[config.mk]
export PLATFORM = sky130hd
export DESIGN_NAME = operation_id_tracking_table
export DESIGN_NICKNAME = d
export VERILOG_FILES = /design/src/oitt_pkg.sv /design/src/oitt_cell.sv /design/src/operation_id_tracking_table.sv
export VERILOG_INCLUDE_DIRS = /design/src /design/src/src
export SDC_FILE = /design/constraint.sdc
export NUM_CORES = 1
export LEC_CHECK = 0
export BUFFER_PORTS_ARGS = -buffer_cell sky130_fd_sc_hd__buf_2
export CAP_MARGIN = 10
export CORE_UTILIZATION = 48
export DETAILED_ROUTE_END_ITERATION = 10
export MAX_ROUTING_LAYER = met4
export SYNTH_ARGS = -nofsm -noshare
export SYNTH_HDL_FRONTEND = slang
export SYNTH_SLANG_ARGS = --single-unit
[constraint.sdc]
create_clock -name clock -period 5.5 [get_ports clock]
set_input_delay 0.825 -clock clock [delete_from_list [all_inputs] [get_ports clock]]
set_output_delay 0.825 -clock clock [all_outputs]
set_load 0.02 [all_outputs]
[src/operation_id_tracking_table_macros.svh]
// Assertion macros for the operation ID tracking table.
// Used by the top level; needs nothing else.
`ifndef OPERATION_ID_TRACKING_TABLE_MACROS_SVH
`define OPERATION_ID_TRACKING_TABLE_MACROS_SVH

// Same-cycle implication, disabled during reset.
`define OITT_ASSERT_NOW(label, clk, rst, ante, cons) \
   label: assert property (@(posedge clk) disable iff (rst) (ante) |-> (cons)) \
      else $error("operation ID tracking table: check failed");

// Next-cycle implication, disabled during reset.
`define OITT_ASSERT_NEXT(label, clk, rst, ante, cons) \
   label: assert property (@(posedge clk) disable iff (rst) (ante) |=> (cons)) \
      else $error("operation ID tracking table: check failed");

`endif

[src/oitt_pkg.sv]
// Shared types for the operation ID tracking table.
// No dependencies; imported by the slot cell, the top level and the testbench.
package oitt_pkg;

   typedef enum logic [1:0] {
      OP_RESERVE  = 2'd0,
      OP_ACCEPT   = 2'd1,
      OP_ROLLBACK = 2'd2,
      OP_COMPLETE = 2'd3
   } op_type;

   typedef enum logic [1:0] {
      SLOT_FREE = 2'd0,
      SLOT_PROV = 2'd1,
      SLOT_ACC  = 2'd2
   } slot_state_type;

   // Control part of a token moving down the slot chain.
   typedef struct packed {
      logic   valid;
      logic   act;    // 1 action token, 0 probe token
      op_type op;
      logic   en;     // action allowed to claim a slot
      logic   qok;    // external queue outcome
      logic   hit;    // probe: ID live; action: slot found
   } tok_ctl_type;

endpackage

[src/oitt_cell.sv]
// One slot record of the operation ID tracking table and its chain stage.
// Depends on oitt_pkg.
module oitt_cell import oitt_pkg::*; #(
   parameter int ID_BITS  = 16,
   parameter int CNT_BITS = 5
) (
   input  logic                clock,
   input  logic                reset,
   input  tok_ctl_type         in_ctl,
   input  logic [ID_BITS-1:0]  in_id,
   input  logic [CNT_BITS-1:0] in_cnt,
   output tok_ctl_type         out_ctl,
   output logic [ID_BITS-1:0]  out_id,
   output logic [CNT_BITS-1:0] out_cnt
);

   slot_state_type      state_ff, state_in;
   logic [ID_BITS-1:0]  id_ff, id_in;
   tok_ctl_type         out_ctl_ff, out_ctl_in;
   logic [ID_BITS-1:0]  out_id_ff;
   logic [CNT_BITS-1:0] out_cnt_ff, out_cnt_in;
   logic                match;
   logic                take;

   assign match = (state_ff != SLOT_FREE) && (id_ff == in_id);

   always_comb begin
      state_in   = state_ff;
      id_in      = id_ff;
      out_ctl_in = in_ctl;
      out_cnt_in = in_cnt;
      take       = 1'b0;
      if (in_ctl.valid && !in_ctl.act) begin
         out_ctl_in.hit = in_ctl.hit | match;
      end else if (in_ctl.valid && in_ctl.act) begin
         case (in_ctl.op)
            OP_RESERVE: begin
               take = in_ctl.en && !in_ctl.hit && (state_ff == SLOT_FREE);
               if (take) begin
                  state_in = SLOT_PROV;
                  id_in    = in_id;
               end
            end
            OP_ACCEPT: begin
               take = in_ctl.en && !in_ctl.hit && match && (state_ff == SLOT_PROV);
               if (take) state_in = SLOT_ACC;
            end
            OP_ROLLBACK: begin
               take = in_ctl.en && !in_ctl.hit && match && (state_ff == SLOT_PROV);
               if (take) begin
                  state_in = SLOT_FREE;
                  id_in    = '0;
               end
            end
            OP_COMPLETE: begin
               take = in_ctl.en && !in_ctl.hit && match && (state_ff == SLOT_ACC);
               if (take && in_ctl.qok) begin
                  state_in = SLOT_FREE;
                  id_in    = '0;
               end
            end
            default: take = 1'b0;
         endcase
         out_ctl_in.hit = in_ctl.hit | take;
         out_cnt_in     = in_cnt + CNT_BITS'(state_in != SLOT_FREE);
      end
   end

   always_ff @(posedge clock) begin
      if (reset) begin
         state_ff   <= SLOT_FREE;
         out_ctl_ff <= '0;
      end else begin
         state_ff   <= state_in;
         out_ctl_ff <= out_ctl_in;
      end
      id_ff      <= id_in;
      out_id_ff  <= in_id;
      out_cnt_ff <= out_cnt_in;
   end

   assign out_ctl = out_ctl_ff;
   assign out_id  = out_id_ff;
   assign out_cnt = out_cnt_ff;

endmodule

[src/operation_id_tracking_table.sv]
// Operation ID tracking table: top level, request sequencer and slot chain.
// Depends on oitt_pkg, oitt_cell and operation_id_tracking_table_macros.svh.
//
// Usage:
//  - Raise start with the req_ fields; the request is taken at the edge where
//    start is high and busy is low. busy stays high until the response is out.
//  - One response per request: rsp_valid is high for exactly one cycle with
//    the rsp_ fields. The receiver cannot stall; capture it in that cycle.
//  - The slots form a chain of SLOTS cells; a token advances one cell a cycle.
//  - Reserve streams up to SLOTS+2 candidate IDs through the chain, one per
//    cycle, stops at the first one no cell reports live, then sends an action
//    token that claims the lowest free slot. The response comes once the probe
//    stream and then the action token have each crossed the chain; every live
//    candidate ahead of the winner lengthens the probe walk.
//  - Accept, rollback and complete send only the action token through the chain.
//  - One request at a time; start may be high while rsp_valid is, and the next
//    request is then taken at the edge that ends the response cycle.
//  - Reset frees all slots at once and clears the ID cursor (read as 1).
`include "operation_id_tracking_table_macros.svh"

module operation_id_tracking_table import oitt_pkg::*; #(
   parameter int SLOTS   = 16,
   parameter int ID_BITS = 16
) (
   input  logic        clock,
   input  logic        reset,
   input  logic        start,
   output logic        busy,
   input  logic [1:0]  req_operation,
   input  logic [15:0] req_op_id,
   input  logic        req_queue_ok,
   input  logic [7:0]  req_error_code,
   input  logic [15:0] req_sip_status,
   output logic        rsp_valid,
   output logic        rsp_success,
   output logic [15:0] rsp_result_id,
   output logic        rsp_terminal_emit,
   output logic [7:0]  rsp_terminal_error,
   output logic [15:0] rsp_terminal_status,
   output logic [4:0]  rsp_active_count
);

   localparam int CNT_BITS = $clog2(SLOTS + 1);
   localparam int PROBES   = SLOTS + 2;
   localparam int PW       = $clog2(PROBES + 1);

   typedef enum logic [1:0] {
      ST_IDLE,
      ST_PROBE,
      ST_ACT_SEND,
      ST_ACT_WAIT
   } fsm_type;

   // Next ID after v, skipping zero.
   function automatic logic [ID_BITS-1:0] step_id(input logic [ID_BITS-1:0] v);
      logic [ID_BITS-1:0] n;
      n = v + ID_BITS'(1);
      return (n == '0) ? ID_BITS'(1) : n;
   endfunction

   // Chain wiring: index 0 is the injection point, SLOTS the far end.
   tok_ctl_type         chain_ctl [SLOTS+1];
   logic [ID_BITS-1:0]  chain_id  [SLOTS+1];
   logic [CNT_BITS-1:0] chain_cnt [SLOTS+1];

   fsm_type             state_ff, state_in;
   op_type              op_ff, op_in;
   logic [15:0]         opid_ff, opid_in;
   logic                qok_ff, qok_in;
   logic [7:0]          err_ff, err_in;
   logic [15:0]         sip_ff, sip_in;
   logic [ID_BITS-1:0]  cursor_ff, cursor_in;
   logic [ID_BITS-1:0]  cand_ff, cand_in;
   logic [PW-1:0]       inj_cnt_ff, inj_cnt_in;
   logic [PW-1:0]       rx_cnt_ff, rx_cnt_in;
   logic [ID_BITS-1:0]  win_ff, win_in;
   logic                win_ok_ff, win_ok_in;
   tok_ctl_type         inj_ctl_ff, inj_ctl_in;
   logic [ID_BITS-1:0]  inj_id_ff, inj_id_in;
   logic                rsp_valid_ff, rsp_valid_in;
   logic                rsp_success_ff, rsp_success_in;
   logic [15:0]         rsp_result_id_ff, rsp_result_id_in;
   logic                rsp_emit_ff, rsp_emit_in;
   logic [7:0]          rsp_error_ff, rsp_error_in;
   logic [15:0]         rsp_status_ff, rsp_status_in;
   logic [CNT_BITS-1:0] rsp_count_ff, rsp_count_in;

   logic [ID_BITS-1:0]  opid_ext;
   logic                opid_ok;
   tok_ctl_type         tail_ctl;
   logic                probe_out;
   logic                act_out;

   // An op_id names a record only if nonzero and it fits in ID_BITS.
   assign opid_ext  = ID_BITS'(opid_ff);
   assign opid_ok   = (opid_ff != 16'd0) && (16'(opid_ext) == opid_ff);
   assign tail_ctl  = chain_ctl[SLOTS];
   assign probe_out = tail_ctl.valid && !tail_ctl.act;
   assign act_out   = tail_ctl.valid && tail_ctl.act;

   assign chain_ctl[0] = inj_ctl_ff;
   assign chain_id[0]  = inj_id_ff;
   assign chain_cnt[0] = '0;

   for (genvar g = 0; g < SLOTS; g++) begin : g_cell
      oitt_cell #(
         .ID_BITS  (ID_BITS),
         .CNT_BITS (CNT_BITS)
      ) u_cell (
         .clock   (clock),
         .reset   (reset),
         .in_ctl  (chain_ctl[g]),
         .in_id   (chain_id[g]),
         .in_cnt  (chain_cnt[g]),
         .out_ctl (chain_ctl[g+1]),
         .out_id  (chain_id[g+1]),
         .out_cnt (chain_cnt[g+1])
      );
   end

   always_comb begin
      state_in         = state_ff;
      op_in            = op_ff;
      opid_in          = opid_ff;
      qok_in           = qok_ff;
      err_in           = err_ff;
      sip_in           = sip_ff;
      cursor_in        = cursor_ff;
      cand_in          = cand_ff;
      inj_cnt_in       = inj_cnt_ff;
      rx_cnt_in        = rx_cnt_ff;
      win_in           = win_ff;
      win_ok_in        = win_ok_ff;
      inj_ctl_in       = '0;
      inj_id_in        = inj_id_ff;
      rsp_valid_in     = 1'b0;
      rsp_success_in   = rsp_success_ff;
      rsp_result_id_in = rsp_result_id_ff;
      rsp_emit_in      = rsp_emit_ff;
      rsp_error_in     = rsp_error_ff;
      rsp_status_in    = rsp_status_ff;
      rsp_count_in     = rsp_count_ff;

      case (state_ff)
         ST_IDLE: begin
            if (start) begin
               op_in      = op_type'(req_operation);
               opid_in    = req_op_id;
               qok_in     = req_queue_ok;
               err_in     = req_error_code;
               sip_in     = req_sip_status;
               cand_in    = (cursor_ff == '0) ? ID_BITS'(1) : cursor_ff;
               inj_cnt_in = '0;
               rx_cnt_in  = '0;
               win_ok_in  = 1'b0;
               state_in   = (op_type'(req_operation) == OP_RESERVE) ? ST_PROBE : ST_ACT_SEND;
            end
         end
         ST_PROBE: begin
            // Drop in-flight probes once decided; they change no slot.
            if (probe_out && (!tail_ctl.hit || rx_cnt_ff == PW'(PROBES - 1))) begin
               win_in    = chain_id[SLOTS];
               win_ok_in = !tail_ctl.hit && qok_ff;
               state_in  = ST_ACT_SEND;
            end else begin
               if (probe_out) rx_cnt_in = rx_cnt_ff + PW'(1);
               // Advance the candidate stream, one ID per cycle.
               if (inj_cnt_ff < PW'(PROBES)) begin
                  inj_ctl_in.valid = 1'b1;
                  inj_ctl_in.op    = OP_RESERVE;
                  inj_id_in        = cand_ff;
                  cand_in          = step_id(cand_ff);
                  inj_cnt_in       = inj_cnt_ff + PW'(1);
               end
            end
         end
         ST_ACT_SEND: begin
            inj_ctl_in.valid = 1'b1;
            inj_ctl_in.act   = 1'b1;
            inj_ctl_in.op    = op_ff;
            inj_ctl_in.qok   = qok_ff;
            inj_ctl_in.en    = (op_ff == OP_RESERVE) ? win_ok_ff : opid_ok;
            inj_id_in        = (op_ff == OP_RESERVE) ? win_ff : opid_ext;
            state_in         = ST_ACT_WAIT;
         end
         ST_ACT_WAIT: begin
            if (act_out) begin
               rsp_valid_in     = 1'b1;
               rsp_count_in     = chain_cnt[SLOTS];
               rsp_result_id_in = '0;
               rsp_emit_in      = 1'b0;
               rsp_error_in     = '0;
               rsp_status_in    = '0;
               case (op_ff)
                  OP_RESERVE: begin
                     rsp_success_in = tail_ctl.hit;
                     if (tail_ctl.hit) begin
                        rsp_result_id_in = 16'(win_ff);
                        cursor_in        = step_id(win_ff);
                     end
                  end
                  OP_ACCEPT: rsp_success_in = tail_ctl.hit;
                  OP_ROLLBACK: begin
                     rsp_success_in = tail_ctl.hit && qok_ff;
                     // Hand the ID back if nothing moved the cursor past it.
                     if (tail_ctl.hit && cursor_ff == step_id(opid_ext)) cursor_in = opid_ext;
                  end
                  OP_COMPLETE: begin
                     rsp_success_in = tail_ctl.hit && qok_ff;
                     if (tail_ctl.hit && qok_ff) begin
                        rsp_emit_in   = 1'b1;
                        rsp_error_in  = err_ff;
                        rsp_status_in = sip_ff;
                     end
                  end
                  default: rsp_success_in = 1'b0;
               endcase
               state_in = ST_IDLE;
            end
         end
         default: state_in = ST_IDLE;
      endcase
   end

   always_ff @(posedge clock) begin
      if (reset) begin
         state_ff     <= ST_IDLE;
         cursor_ff    <= '0;
         inj_ctl_ff   <= '0;
         rsp_valid_ff <= 1'b0;
      end else begin
         state_ff     <= state_in;
         cursor_ff    <= cursor_in;
         inj_ctl_ff   <= inj_ctl_in;
         rsp_valid_ff <= rsp_valid_in;
      end
      op_ff            <= op_in;
      opid_ff          <= opid_in;
      qok_ff           <= qok_in;
      err_ff           <= err_in;
      sip_ff           <= sip_in;
      cand_ff          <= cand_in;
      inj_cnt_ff       <= inj_cnt_in;
      rx_cnt_ff        <= rx_cnt_in;
      win_ff           <= win_in;
      win_ok_ff        <= win_ok_in;
      inj_id_ff        <= inj_id_in;
      rsp_success_ff   <= rsp_success_in;
      rsp_result_id_ff <= rsp_result_id_in;
      rsp_emit_ff      <= rsp_emit_in;
      rsp_error_ff     <= rsp_error_in;
      rsp_status_ff    <= rsp_status_in;
      rsp_count_ff     <= rsp_count_in;
   end

   assign busy                = (state_ff != ST_IDLE);
   assign rsp_valid           = rsp_valid_ff;
   assign rsp_success         = rsp_success_ff;
   assign rsp_result_id       = rsp_result_id_ff;
   assign rsp_terminal_emit   = rsp_emit_ff;
   assign rsp_terminal_error  = rsp_error_ff;
   assign rsp_terminal_status = rsp_status_ff;
   assign rsp_active_count    = 5'(rsp_count_ff);

   `OITT_ASSERT_NEXT(a_start_busy, clock, reset, start && !busy, busy)
   `OITT_ASSERT_NOW(a_rsp_idle, clock, reset, rsp_valid, !busy)
   `OITT_ASSERT_NOW(a_emit_success, clock, reset, rsp_valid && rsp_terminal_emit, rsp_success)
   `OITT_ASSERT_NOW(a_fail_no_id, clock, reset, rsp_valid && !rsp_success, rsp_result_id == 16'd0)
   `OITT_ASSERT_NOW(a_count_bound, clock, reset, rsp_valid, rsp_count_ff <= CNT_BITS'(SLOTS))

endmodule

======== Word level (Yosys, flattened, before mapping) ========
Index checks and enable logic that the tools add are counted.
word-level totals
  bits in registers ....................... 907
  latch bits .............................. 0
  bits in writable memories ............... 0
  bits in read-only memories .............. 0
  input port bits ......................... 46
  output and inout bits ................... 49
  word-level logic and storage cells ...... 1081
  memories ................................ 0
cells by class
  $add $sub $neg .......................... 20
  multiply operators ...................... 0
  div/mod/pow operators ................... 0
  $lt $le $gt $ge ......................... 1
  eq/ne operators ......................... 160
  shifts and indexed selects .............. 0
  mux-type cells .......................... 324
  bitwise operators ....................... 51
  reduce and logical (&&, ||, !) cells .... 341
operator list
  operator                                               count
  2-to-1 mux 16 bit                                      60
  case mux 16 bit (3 select lines)                       16
  == test 16 bit                                         17
  2-to-1 mux 2 bit                                       100
  2-to-1 mux 5 bit                                       35
  logical AND 1 bit                                      150
  case mux 2 bit (4 select lines)                        17
  == test 2 bit, second input constant                   52
  inequality test 2 x 1 -> 1 bit, second input constant  49
  case mux 16 bit (2 select lines)                       3
  AND reduction 6 bit                                    16
  adder 5 x 1 -> 5 bit                                   15
  2-to-1 mux 1 bit                                       72
  nonzero test 2 bit                                     36
  zero test 2 bit                                        35
  == test 2 x 1 -> 1 bit, second input constant          34
  zero test 16 bit                                       4
  adder 16 x 1 -> 16 bit, second input constant          3
  case mux 1 bit (3 select lines)                        16
  nonzero test 3 bit                                     16
  AND reduction 2 bit                                    21
  OR reduction 2 bit                                     21
  zero test 1 bit                                        34
  OR 1 bit                                               32
  12 further kinds                                       43

======== Depth between registers and ports, before layout ========
  depth in word-level cells ............... 13
  gate-level depth with buffers ........... 12
  mapped depth without buffers ............ 12

======== Cells and area by module ========
From an unflattened synthesis, not the netlist that was laid out.
unflattened totals
  cell total of the unflattened synthesis .. 3263
  area, all modules ....................... 38424.4 sq um
by module, submodules not included
  module                              instances  cells an instance  area each (sq um)  seq. area each (sq um)
  oitt_cell at g_cell[0].u_cell ...   13         158                1881.8             1081.0
  operation_id_tracking_table         1          703                8266.7             4974.8
  oitt_cell at g_cell[14].u_cell ...  2          171                1923.1             1081.0
  oitt_cell at g_cell[8].u_cell       1          164                1848.0             1081.0

======== Worst setup path after synthesis ========
Ideal clock, no wire load.
  kind .................................... reg-to-reg
  start ................................... register g_cell[9].u_cell.id_ff[11]
  end ..................................... register g_cell[9].u_cell.id_ff[0] (enable)
  data arrival time ....................... 4.361 ns
  data required time ...................... 5.022 ns
  slack ................................... 0.661 ns
  stages on the path, launching flop included .. 8
  buffers on the path ..................... 0
  clock period less this slack ............ 4.839 ns
  path through ............................ edfxtp_1 -> xor2_1 -> nor4_1 -> nand3_1 -> nor4_1 -> and4b_1 -> nor2b_1 -> a2111oi_0
on the way
  word-level cells in the longest chain between the ends .. 7
  elaborated cells on any way between the ends .. 9
  those cells by class .................... eq/ne (3); reduce/logical (6)
ends and longest elaborated chain
  item                                             line                              RTL
  start, declared                                  oitt_cell.sv:18                   logic [ID_BITS-1:0] id_ff, id_in;
  start signal, assigned                           oitt_cell.sv:77                   id_ff <= id_in;
  == test 16 bit *                                 oitt_cell.sv:25                   assign match = (state_ff != SLOT_FREE) && (id_ff == in_id);
  logical AND 1 bit *                              oitt_cell.sv:25
  logical AND 1 bit *                              oitt_cell.sv:49, oitt_cell.sv:56
  logical AND 1 bit                                oitt_cell.sv:56                   take = in_ctl.en && !in_ctl.hit && match && (state_ff == SLOT_ACC);
  logical AND 1 bit                                oitt_cell.sv:57                   if (take && in_ctl.qok) begin
  inequality test 2 x 1 -> 1 bit (no source line)  -
  AND reduction 6 bit (no source line) *           -
Every way passes the cells marked *; elsewhere a longest branch is shown, timed or not.
A chain may end at the register's enable or synchronous reset.

======== Final worst setup path ========
  start ................................... register state_ff[1]
  end ..................................... register cursor_ff[13]
on the way
  word-level cells in the longest chain between the ends .. 2
ends and longest elaborated chain
  item                                  line                                RTL
  start, declared                       operation_id_tracking_table.sv:66   fsm_type state_ff, state_in;
  start signal, assigned                operation_id_tracking_table.sv:232  state_ff <= state_in;
  == test 2 bit                         operation_id_tracking_table.sv:144  case (state_ff)
  AND reduction 5 bit (no source line)  -
  end signal, assigned                  operation_id_tracking_table.sv:233  cursor_ff <= cursor_in;
  end, declared                         operation_id_tracking_table.sv:72   logic [ID_BITS-1:0] cursor_ff, cursor_in;
Every way passes these cells.

==> summary.txt <==
Synth
  – Synth area leader: edfxtp_1
  – #FFs+latches synth: 896
  – Post-synth EDFFs: 405
  – Syn Area/Cell: 11.7 um2
  – Yosys top cell area share: 33.5%
  – Cells after synthesis: 3089
  – Ys Warns: 0
  – Top cells by area, synth: edfxtp_1 (34%), dfxtp_1 (27%), xnor2_1 (5.2%)
  – Sequential share of the synthesized area: 60.6%
  – Most numerous cell in the Yosys netlist: dfxtp_1
  – Top post-synthesis cells by count: dfxtp_1 (491), edfxtp_1 (405), and2_1 (296), nor2_1 (217), xnor2_1 (214)
  – Yosys cell types: 82
  – Post-Synthesis Net Count: 3255
  – Post-synth ARST share: 0%
  – Ys flop type: dfxtp_1
  – Mapped Area: 0.0363 mm2

Route
  – Detail Route Antenna Nets: 0
  – Post-route DRC: 0
  – Via count: 22700
  – Routed WL per cell: 17.9 um
  – Initial DRC Count: 1625
  – Initial DRT Pass Iterations: 7
  – Vias/cell: 5.34
  – Routed Wire Length: 75900 um

Clock network
  – Root buffer cell: clkbuf_16
  – # clock sinks: 896
  – TritonCTS buffer count: 93
  – Resize count post-CTS: 0
  – Maximum clock path buffer count: 3
  – Worst-path clk slew: 70 ps
  – CTS HTree Levels: 3
  – Worst-Skew Late Latency: 640 ps
  – Cts hold-fix bufs: 0
  – CTS tree: done
  – Post-CTS setup buffers: 0

STA
  – Sum Neg Setup Slack: 0 ps
  – Crit share post-route: 64.3%
  – Setup violations, final: 0
  – Clk_skew: 24.5 ps
  – Post-layout min period: 3540 ps
  – Slew Limit Fails: 0
  – RSZ-0062 raised after global routing: false
  – Worst Tran Pin Value: 1170 ps
  – Final Hold Vio Count: 0
  – Fmax: 283 MHz
  – Max-slew headroom: 21.9%

Worst setup path
  – Crit path DAT: 4060 ps
  – Startpoint types: flip-flop
  – WP data required: 6020 ps
  – Setup crit end kind: flip-flop
  – CP max FO: 49
  – Crit path kind: reg2reg

Power and ir drop
  – Leakage: 14.7 nW
  – Clock Power Share: 33.4%
  – Worst IR Drop VDD: 0.000344 V
  – Gate power share: 13.4%
  – Sw Share: 27.5%
  – Switching power of the nets: 5.17 mW
  – Pwr per Cell Area: 461 mW/mm2
  – Pint: 13.6 mW
  – Register share of total power: 53.2%

Global route
  – Vias in the first global route: 22200
  – Largest net degree at the start of global routing: 67
  – First-pass GRT wire length: 122000 um
  – GR Overflow Total: 0
  – Initial antenna violation count: 1
  – Aggregate global-route resource usage: 20.3%

Floorplanning
  – Die Height: 277 um
  – Initial core utilization: 48.7%
  – Row Count: 100
  – Top Ports: 95
  – Chip Width: 277 um
  – Die area: 0.0767 mm2
  – Core Area: 0.0746 mm2

Finish
  – Fin nets: 3358
  – Fin cells: 4243
  – Filler Cells Inserted: 6285
  – Layout area overhead: 12.5%
  – Sequential cell area: 0.0220 mm2
  – Layout cells sized above 1: 9.72%
  – Multi-input gate area: 0.0136 mm2

Placed design
  – Placed instance count: 4065
  – Routability cong.: 0.899
  – I/O Buffers: 94
  – Post-DP HPWL: 53100 um

Outcome
  – Status: completed

Min path
  – Worst hold path class: in2reg

Run
  – MaxCap Viol Count: 0
-- cell usage in the layout (no fill, tap or decap), drive strengths merged, types with 39 or more instances in the layout --
cell type / count
nand3: 71
edfxtp: 405
a21oi: 103
buf: 118
nand2: 174
inv: 80
ha: 120
and3: 39
xnor2: 214
nor3: 48
o21ai: 56
clkbuf: 135
nor2: 217
nor2b: 84
xor2: 127
dfxtp: 491
and2: 297
nand4: 74
nor4: 49
-- per-stage QoR --
step           setup WS, ps  hold WS (ps)  total power, mW  area, um2  util, %
2_1_floorplan           661           358             11.6      36300        -
3_3_place_gp           2000           364             12.6      37700     50.6
3_5_place_dp           2010           367             12.7      37700     50.6
4_1_cts                1970           322             19.1      40800     54.7
5_1_grt                1790           328             19.8      40800     54.8
6_report               1960           359             18.8      40800     54.8
-- layer usage --
metal,vias to the layer above,wire (um),global-route usage (%)
met5,-,0,-
met4,0,1740,5.51
met3,129,3480,3.23
met2,599,36500,33.0
met1,10900,34200,26.5
li1,11000,-,-
-- power by group through the flow --
stage | logic [mW] | registers, mW | clock network, mW
6_report | 2.52 | 10.0 | 6.27
3_3_place_gp | 2.45 | 10.2 | 0
3_5_place_dp | 2.52 | 10.2 | 0
4_1_cts | 2.55 | 10.1 | 6.44
5_1_grt | 2.84 | 10.2 | 6.69
2_1_floorplan | 2.15 | 9.46 | 0
-- state kept, by name, summed over array words and instances, names as in the netlist, 2 cells and up --
name	cells
inj_cnt_ff	5
sip_ff	16
cand_ff	16
chain_ctl	6
rsp_terminal_error	8
g_cell.u_cell.out_cnt	70
rsp_active_count	5
opid_ext	16
win_ff	16
op_ff	2
rsp_result_id	16
rx_cnt_ff	5
rsp_terminal_status	16
inj_id_ff	16
err_ff	8
g_cell.u_cell.state_ff	32
g_cell.u_cell.out_ctl	108
g_cell.u_cell.id_ff	256
state_ff	2
g_cell.u_cell.out_id	256
cursor_ff	16
-- worst max-delay path: stages, from the launching register on --
cell and delay, ps:
dfxtp_1 370, ha_1 210, nand3_1 190, inv_2 80, buf_4 510, nand3_1 600, nor2_1 1070, a22oi_1 210
o311ai_0 150
-- final cells by class --
cell class / instances / share of cell area, %
repair buffers: 118 / 1.60
inverters: 73 / 0.671
clock inverters: 41 / 0.950
multi-input cells: 2010 / 33.3
diodes: 1 / 0.00613
well taps: 969 / 2.97
clock buffers: 135 / 6.66
flip-flops and latches: 896 / 53.9
-- path summary, 6_finish.rpt --
path / endpoint / cells past startpoint / startpoint / slack [ps]
worst max-delay path: cursor_ff[13]$_SDFFE_PP0P_ / 8 / state_ff[1]$_SDFFE_PP0P_ / 1960
worst min-delay path: opid_ext[9]$_DFFE_PP_ / 1 / req_op_id[9] / 360
worst max register to register: cursor_ff[13]$_SDFFE_PP0P_ / 8 / state_ff[1]$_SDFFE_PP0P_ / 1960
worst min register to register: g_cell[8].u_cell.out_id[9]$_DFF_P_ / 0 / g_cell[7].u_cell.out_id[9]$_DFF_P_ / 360
-- cell families (layout without fill, tap and decap cells) --
group           after synthesis  in the layout  share of synthesized area (%)
simple gates               1165           1165                           17.6
flops                       896            896                           60.6
compound gates              342            342                           6.16
xor+xnor                    341            341                           8.23
buf+inv                     183            367                           2.08
fa+ha+maj                   120            120                           4.14
mux                          42             42                           1.24
other cells                   0              1                              0
Note: power is estimated with default switching activity, not from simulation.
